`src/rtl/dedup_move_queue_defines.svh`:
```
// assertion macros used by rtl/dedup_move_queue.sv
`ifndef DEDUP_MOVE_QUEUE_DEFINES_SVH
`define DEDUP_MOVE_QUEUE_DEFINES_SVH

`ifndef ASSERT_OFF
// checked only while out of reset
`define DMQ_ASSERT(name, prop, msg) \
    name: assert property (@(posedge i_clk) disable iff (!i_rst_n) (prop)) else $error(msg);
// checked on every edge, reset included
`define DMQ_ASSERT_ALWAYS(name, prop, msg) \
    name: assert property (@(posedge i_clk) (prop)) else $error(msg);
`else
`define DMQ_ASSERT(name, prop, msg)
`define DMQ_ASSERT_ALWAYS(name, prop, msg)
`endif

`endif

```
`src/rtl/dmq_pkg.sv`:
```
`timescale 1ns / 1ps

package dmq_pkg;

    localparam int DEF_CAPACITY   = 128;
    localparam int DEF_COORD_BITS = 3;
    localparam int SLOT_W         = 7;
    localparam int CNT_W          = 8;
    localparam int OP_W           = 3;
    localparam int STATUS_W       = 2;

    localparam logic [OP_W-1:0] OP_PUSH        = 3'd0;
    localparam logic [OP_W-1:0] OP_PUSH_UNIQUE = 3'd1;
    localparam logic [OP_W-1:0] OP_POP         = 3'd2;
    localparam logic [OP_W-1:0] OP_READ_AT     = 3'd3;
    localparam logic [OP_W-1:0] OP_FIND        = 3'd4;
    localparam logic [OP_W-1:0] OP_CLEAR       = 3'd5;

    localparam logic [STATUS_W-1:0] ST_OK    = 2'd0;
    localparam logic [STATUS_W-1:0] ST_FULL  = 2'd1;
    localparam logic [STATUS_W-1:0] ST_EMPTY = 2'd2;
    localparam logic [STATUS_W-1:0] ST_RANGE = 2'd3;

    typedef enum logic [3:0] {
        S_IDLE   = 4'b0001,
        S_SCAN   = 4'b0010,
        S_FETCH  = 4'b0100,
        S_COMMIT = 4'b1000
    } t_state;

endpackage

```
`src/rtl/dedup_move_queue.sv`:
```
`timescale 1ns / 1ps
// channel  | direction | handshake                 | payload
// ---------+-----------+---------------------------+-------------------------------------
// input    | in        | i_in_valid / o_in_stall   | operation, move, slot_index
// output   | out       | o_out_valid / i_out_stall | move, hit, live_count, unique_adds, status
//
// push and clear commit directly; pop and read_at first take one registered store read.
// push_unique and find scan before commit: one shared comparator walks the
// live region one entry a cycle through the store's single read port, stopping at a match.
// o_in_stall is high from acceptance until the result is loaded into the output register.
// a held result on the output waits in the commit step, state unchanged until it goes.
// synchronous active-low reset clears pointers, counter and handshake state.

`include "dedup_move_queue_defines.svh"

module dedup_move_queue
    import dmq_pkg::*;
#(
    parameter int CAPACITY   = DEF_CAPACITY,
    parameter int COORD_BITS = DEF_COORD_BITS
) (
    input  logic                  i_clk,
    input  logic                  i_rst_n,
    input  logic                  i_in_valid,
    output logic                  o_in_stall,
    input  logic [OP_W-1:0]       i_operation,
    input  logic [COORD_BITS-1:0] i_src_col,
    input  logic [COORD_BITS-1:0] i_src_row,
    input  logic [COORD_BITS-1:0] i_dst_col,
    input  logic [COORD_BITS-1:0] i_dst_row,
    input  logic [SLOT_W-1:0]     i_slot_index,
    output logic                  o_out_valid,
    input  logic                  i_out_stall,
    output logic [COORD_BITS-1:0] o_out_src_col,
    output logic [COORD_BITS-1:0] o_out_src_row,
    output logic [COORD_BITS-1:0] o_out_dst_col,
    output logic [COORD_BITS-1:0] o_out_dst_row,
    output logic                  o_hit,
    output logic [CNT_W-1:0]      o_live_count,
    output logic [CNT_W-1:0]      o_unique_adds,
    output logic [STATUS_W-1:0]   o_status
);

    localparam int MOVE_W = 4 * COORD_BITS;
    localparam int ADDR_W = (CAPACITY > 1) ? $clog2(CAPACITY) : 1;
    localparam int PTR_W  = $clog2(CAPACITY + 1);
    localparam int CMP_W  = (PTR_W > SLOT_W) ? PTR_W : SLOT_W;
    localparam logic [PTR_W-1:0] CAP_PTR = PTR_W'(CAPACITY);

    logic [MOVE_W-1:0] r_mem [CAPACITY];
    logic [MOVE_W-1:0] r_rd_data;
    logic [ADDR_W-1:0] rd_addr;
    logic              mem_we;

    t_state            r_state, n_state;
    logic [OP_W-1:0]   r_op;
    logic [MOVE_W-1:0] r_move;
    logic [SLOT_W-1:0] r_slot;
    logic [PTR_W-1:0]  r_head, n_head;
    logic [PTR_W-1:0]  r_tail, n_tail;
    logic [PTR_W-1:0]  r_uniq, n_uniq;
    logic [PTR_W-1:0]  r_scan_ptr;
    logic              r_rd_pend;
    logic              r_hit;
    logic              r_out_valid;

    logic [MOVE_W-1:0]   res_move;
    logic                res_hit;
    logic [STATUS_W-1:0] res_status;
    logic [PTR_W-1:0]    live_diff;

    logic in_acc, out_free, commit, match, scan_more, full;

    assign o_in_stall  = (r_state != S_IDLE);
    assign o_out_valid = r_out_valid;
    assign in_acc      = i_in_valid && !o_in_stall;
    assign out_free    = !r_out_valid || !i_out_stall;
    assign commit      = (r_state == S_COMMIT) && out_free;
    assign match       = r_rd_pend && (r_rd_data == r_move);
    assign scan_more   = (r_scan_ptr < r_tail);
    assign full        = (r_tail >= CAP_PTR);

    // one read port: scan walks the live region, otherwise head or slot index
    always_comb begin
        if (r_state == S_SCAN) begin
            rd_addr = r_scan_ptr[ADDR_W-1:0];
        end else if (r_op == OP_POP) begin
            rd_addr = r_head[ADDR_W-1:0];
        end else begin
            rd_addr = ADDR_W'(r_slot);
        end
    end

    always_ff @(posedge i_clk) begin
        if (mem_we) begin
            r_mem[r_tail[ADDR_W-1:0]] <= r_move;
        end
        r_rd_data <= r_mem[rd_addr];
    end

    always_comb begin
        n_state = r_state;
        case (r_state)
            S_IDLE: begin
                if (in_acc) begin
                    case (i_operation)
                        OP_PUSH_UNIQUE, OP_FIND: n_state = S_SCAN;
                        OP_POP, OP_READ_AT:      n_state = S_FETCH;
                        default:                 n_state = S_COMMIT;
                    endcase
                end
            end
            S_SCAN: begin
                if (match || !scan_more) begin
                    n_state = S_COMMIT;
                end
            end
            S_FETCH:  n_state = S_COMMIT;
            S_COMMIT: begin
                if (out_free) begin
                    n_state = S_IDLE;
                end
            end
            default:  n_state = S_IDLE;
        endcase
    end

    always_comb begin
        n_head     = r_head;
        n_tail     = r_tail;
        n_uniq     = r_uniq;
        mem_we     = 1'b0;
        res_move   = '0;
        res_hit    = 1'b0;
        res_status = ST_OK;
        case (r_op)
            OP_PUSH: begin
                if (full) begin
                    res_status = ST_FULL;
                end else begin
                    mem_we = commit;
                    n_tail = r_tail + 1'b1;
                end
            end
            OP_PUSH_UNIQUE: begin
                if (r_hit) begin
                    res_hit = 1'b1;
                end else if (full) begin
                    res_status = ST_FULL;
                end else begin
                    mem_we = commit;
                    n_tail = r_tail + 1'b1;
                    n_uniq = r_uniq + 1'b1;
                end
            end
            OP_POP: begin
                if (r_head >= r_tail) begin
                    res_status = ST_EMPTY;
                end else begin
                    res_move = r_rd_data;
                    n_head   = r_head + 1'b1;
                end
            end
            OP_READ_AT: begin
                if (CMP_W'(r_slot) >= CMP_W'(r_tail)) begin
                    res_status = ST_RANGE;
                end else begin
                    res_move = r_rd_data;
                end
            end
            OP_FIND:  res_hit = r_hit;
            OP_CLEAR: begin
                n_head = '0;
                n_tail = '0;
                n_uniq = '0;
            end
            default: ;
        endcase
    end

    assign live_diff = n_tail - n_head;

    always_ff @(posedge i_clk) begin
        if (!i_rst_n) begin
            r_state     <= S_IDLE;
            r_head      <= '0;
            r_tail      <= '0;
            r_uniq      <= '0;
            r_out_valid <= 1'b0;
            r_rd_pend   <= 1'b0;
            r_hit       <= 1'b0;
        end else begin
            r_state <= n_state;
            if (in_acc) begin
                r_rd_pend <= 1'b0;
                r_hit     <= 1'b0;
            end else if (r_state == S_SCAN) begin
                r_rd_pend <= scan_more && !match;
                if (match) begin
                    r_hit <= 1'b1;
                end
            end
            if (commit) begin
                r_head      <= n_head;
                r_tail      <= n_tail;
                r_uniq      <= n_uniq;
                r_out_valid <= 1'b1;
            end else if (!i_out_stall) begin
                r_out_valid <= 1'b0;
            end
        end
    end

    // payload registers
    always_ff @(posedge i_clk) begin
        if (in_acc) begin
            r_op       <= i_operation;
            r_move     <= {i_src_col, i_src_row, i_dst_col, i_dst_row};
            r_slot     <= i_slot_index;
            r_scan_ptr <= r_head;
        end else if ((r_state == S_SCAN) && scan_more) begin
            r_scan_ptr <= r_scan_ptr + 1'b1;
        end
        if (commit) begin
            {o_out_src_col, o_out_src_row, o_out_dst_col, o_out_dst_row} <= res_move;
            o_hit         <= res_hit;
            o_status      <= res_status;
            o_live_count  <= (32'(live_diff) > 32'd255) ? 8'd255 : CNT_W'(live_diff);
            o_unique_adds <= (32'(n_uniq) > 32'd255) ? 8'd255 : CNT_W'(n_uniq);
        end
    end

    `DMQ_ASSERT(a_head_le_tail, r_head <= r_tail, "head pointer passed tail pointer")
    `DMQ_ASSERT(a_tail_le_cap, r_tail <= CAP_PTR, "tail pointer beyond capacity")
    `DMQ_ASSERT(a_uniq_le_tail, r_uniq <= r_tail, "unique count exceeds appended entries")
    `DMQ_ASSERT(a_scan_ge_head, (r_state == S_SCAN) |-> r_scan_ptr >= r_head, "scan below head")
    `DMQ_ASSERT(a_scan_le_tail, (r_state == S_SCAN) |-> r_scan_ptr <= r_tail, "scan past tail")
    `DMQ_ASSERT(a_accept_busy, in_acc |=> (r_state != S_IDLE), "accepted item did not start")

endmodule
```
`config.mk`:
```
export PLATFORM = sky130hd
export DESIGN_NAME = dedup_move_queue
export DESIGN_NICKNAME = d
export VERILOG_FILES = /design/src/rtl/dmq_pkg.sv /design/src/rtl/dedup_move_queue.sv
export VERILOG_INCLUDE_DIRS = /design/src /design/src/rtl
export SDC_FILE = /design/constraint.sdc
export NUM_CORES = 2
export LEC_CHECK = 0
export CORE_MARGIN = 2
export CORE_UTILIZATION = 31
export DETAILED_ROUTE_END_ITERATION = 12
export DONT_BUFFER_PORTS = 1
export PLACE_DENSITY = 0.48
export SLEW_MARGIN = 5
export SYNTH_ARGS = -nofsm -noshare
export SYNTH_HDL_FRONTEND = slang
export SYNTH_SLANG_ARGS = --single-unit
export TNS_END_PERCENT = 1
```
`constraint.sdc`:
```
create_clock -name i_clk -period 7.4 [get_ports i_clk]
set_input_delay 0.74 -clock i_clk [delete_from_list [all_inputs] [get_ports i_clk]]
set_output_delay 0.74 -clock i_clk [all_outputs]
set_load 0.05 [all_outputs]
```
==> flow_summary_export.csv <==
group,metric,value,unit
sta,period_share,71.7,%
setup_path,path_class,"reg2reg",
sta,finalSetupTns,0,ps
logic_synthesis,yosys_most_used_dff,"edfxtp_1",
sta,clock_skew,62.0,ps
sta,slew_violations,0,
final_layout,utilization,35.9,%
floorplanning,rows,169,
detailed_routing,drt_first_iter_violations,4157,
detailed_routing,drc,0,
logic_synthesis,yosys.area.top_type,"edfxtp_1",
power_and_ir_drop,power_frac_seq,49.0,%
setup_path,path_max_fanout,28,
floorplanning,io_pins,59,
worst_hold_path,min_from,"i_rst_n",
sta,finalHoldViolations,0,
setup_path,r2r-start,"r_op[2]",
logic_synthesis,synth-simple-area-share,11.7,%
clock_tree,cts.sinks,1640,
floorplanning,die-area,216000,sq um
clock_tree,clock_latency,840,ps
power_and_ir_drop,switching_power,5.21,mW
placed_design,placed_cells,7459,
logic_synthesis,ys_ff_latch,1640,
logic_synthesis,synth_commonest_cells,"edfxtp_1 (1,597), nand2_1 (1,124), nand3_1 (264)",
flow_run,cap_viol_max_count,0,
power_and_ir_drop,combPwrFrac,8.5,%
floorplanning,die_x,465,microns
detailed_routing,dr_total_vias,39800,
detailed_routing,wl,197000,microns
setup_path,rrSetupSlack,2100,ps
logic_synthesis,synth_top_area_share,72.8,%
placed_design,io_buffers,0,
sta,min_period,5300,ps
power_and_ir_drop,ir_drop,0.000232,V
setup_path,crit_chain,"or3b_1, nand2_1, a31oi_4, buf_4, buf_4, a21oi_1, o21ai_0, nand4_1, nor4_2",
final_layout,fillCellCount,20200,
sta,rsz0062_at_grt,"false",
final_layout,drive_gt1_share,10.2,%
logic_synthesis,syn_area,65900,sq um
floorplanning,start_util,31.1,%
power_and_ir_drop,p_leak,25.3,nW
sta,worstMarginPinSlew,1320,ps
sta,finalSetupViolCount,0,
placed_design,hpwl,116000,microns
detailed_routing,routed_via_density,5.09,
logic_synthesis,ys_warn_count,0,
global_routing,grt_pass1_wl,281000,microns
logic_synthesis,synth-compound-area-share,7.08,%
detailed_routing,wire_per_inst,25.2,microns
worst_hold_path,worstHoldEndpoint,"r_head[3]",
worst_hold_path,hp-class,"in2reg",
global_routing,gr-total-overflow,0,
logic_synthesis,synth_top_family_by_area,"simple AND/OR/NAND/NOR gates",
logic_synthesis,syn-num-nets,4802,
final_layout,nNetsFinal,4901,
logic_synthesis,synth_area_leaders,"edfxtp_1 (73%), nand2_1 (6.4%), mux2i_1 (3.6%), nand3_1 (2.0%), a32oi_1 (1.5%)",
clock_tree,cts_resized,0,
clock_tree,clkTransAtPathRegs,60,ps
logic_synthesis,syn_inst,4741,
clock_tree,cts_tree,"built",
final_layout,stdcell_count,7814,
logic_synthesis,yosysMostFrequentCell,"edfxtp_1",
power_and_ir_drop,power_density,280,nW/um^2
logic_synthesis,syn_area_per_cell,13.9,sq um
worst_hold_path,holdPathStages,1,
setup_path,end_kind,"flop",
outcome,status,"finished clean",
setup_path,crit_arrival,6050,ps
final_layout,seq_area,48800,sq um
logic_synthesis,synth_adder_area_share,0.676,%
placed_design,gp_congestion,0.837,
logic_synthesis,synth-seq-area-share,74.1,%
global_routing,grt_pass1_vias,38100,
clock_tree,cts_inserted_buffers,175,
logic_synthesis,synth_cell_types,73,
setup_path,critical_path_required,8150,ps
clock_tree,post_cts.repair.setup_buffers,0,
logic_synthesis,synthArstFlopShare,0,%
setup_path,cp_common_cell,"buf_4",
detailed_routing,drt_first_pass_iters,5,
power_and_ir_drop,sw_frac_of_total,24.5,%
global_routing,grt_usage,17.8,%
global_routing,antenna_found_initial,10,
clock_tree,htree_levels,4,
clock_tree,cts.path.max_buffers,3,
setup_path,crit_family,"simple AND/OR/NAND/NOR gates",
setup_path,path_buf_inv,2,
power_and_ir_drop,intPower,16.1,mW
global_routing,grt_max_degree,150,
setup_path,reg2reg_depth,9,
sta,slew_headroom,12.0,%
detailed_routing,drt.antenna.violating_nets,0,
logic_synthesis,synth-xor-area-share,0.465,%
setup_path,max_stage_delay,1080,ps
clock_tree,root_buffer,"clkbuf_16",
power_and_ir_drop,clkPwrFrac,42.5,%
floorplanning,core,212000,sq um
setup_path,r2r-end,"r_rd_data[0]",
power_and_ir_drop,p_total,21.3,mW
sta,max_freq,189,MHz
final_layout,area_growth,15.3,%
floorplanning,die_y,465,microns
setup_path,start_kind,"flop",
setup_path,cpMaxStageDelayCell,"a31oi_4",
final_layout,multiInputGateArea,15700,sq um
logic_synthesis,synth_edf_count,1597,
logic_synthesis,synthMuxAreaShare,3.70,%
==> cell usage in the layout (no fill, tap or decap), types with 13 or more instances in the layout <==
cell,synthesis,layout
edfxtp_1,1597,1597
nand2_1,1124,1123
nand3_1,264,260
mux2i_1,240,240
nor2_1,208,196
a21oi_1,178,176
clkbuf_16,0,175
buf_4,26,168
a32oi_1,115,115
o21ai_0,110,110
a32o_1,50,50
nand4_1,45,45
dfxtp_1,43,43
and3_1,39,39
o22ai_1,37,37
clkinv_2,0,37
clkbuf_1,107,35
ha_1,34,34
nor4_1,29,29
clkinv_1,1,28
a31oi_1,29,26
dlygate4sd3_1,0,25
a211oi_1,24,24
o21ai_1,26,24
bufinv_16,0,23
inv_1,20,20
xnor2_1,20,20
nand2b_1,18,18
nor3_1,17,16
buf_12,0,16
xor2_1,15,15
nor2_2,3,15
a41oi_1,15,14
a21boi_0,14,14
a21o_1,14,13
==> metal layers <==
metal / global-route usage (%) / wire length (microns) / vias up
met3: 3.09 / 11900 / 256
met2: 28.1 / 91300 / 1229
met5: 0 / 11 / -
met4: 5.24 / 5270 / 2
met1: 25.0 / 88300 / 20300
li1: - / - / 18000
==> state kept, by name, indices dropped and copies added, names as in the netlist, 4 cells and up <==
signal,count
o_live_count,8
o_unique_adds,8
r_head,8
r_mem,1536
r_move,12
r_rd_data,12
r_scan_ptr,8
r_slot,7
r_state,4
r_tail,8
r_uniq,8
==> stage by stage <==
step           hold slack [ps]  worst slack (ps)  cell area (sq um)
2_1_floorplan              455              3100              65900
3_3_place_gp               473              2240              69700
3_5_place_dp               472              2200              69700
4_1_cts                   2.17              2090              75900
5_1_grt                   18.3              1880              75900
6_report                  75.5              2100              75900
==> kinds of logic after synthesis <==
family          after synthesis
compound gates              679
buf+inv                     308
flops                      1640
xor+xnor                     35
fa+ha+maj                    35
mux                         243
simple gates               1801
==> worst max-delay path by stage <==
stage / to / slack (ps) / start / depth (start not counted)
final: r_rd_data[0] / 2100 / r_op[2] / 9
after global routing: r_rd_data[0] / 1880 / r_op[2] / 9
after CTS: r_rd_data[0] / 2090 / r_op[2] / 9
after detailed placement: r_rd_data[0] / 2200 / r_op[2] / 9
after global placement: r_rd_data[0] / 2240 / r_op[2] / 9
after floorplan: o_live_count[7] / 3100 / r_head[0] / 22
==> layout make-up <==
cell class              instances  area share (%)
diodes                          6          0.0198
clock buffers                 215            6.03
clock inverters               109            1.79
inverters                      21           0.104
multi-input cells            2793            20.7
flip-flops and latches       1640            64.3
well taps                    2821            4.65
repair buffers                209            2.41
==> timing repair <==
item,CTS,global route
endpoints found under the setup margin,0,0
hold endpoints to repair,47,0
hold buffers,25,0
==> power by group through the flow <==
| stage | Sequential (mW) | Clock (mW) | Combinational (mW) |
|---|---|---|---|
| 3_5_place_dp | 10.6 | 0 | 1.81 |
| 3_3_place_gp | 10.6 | 0 | 1.79 |
| 4_1_cts | 10.4 | 9.23 | 1.83 |
| 2_1_floorplan | 10.7 | 0 | 0.986 |
| 6_report | 10.4 | 9.04 | 1.80 |
| 5_1_grt | 10.4 | 9.58 | 1.94 |
No activity file was read; power rests on OpenSTA's default activity.
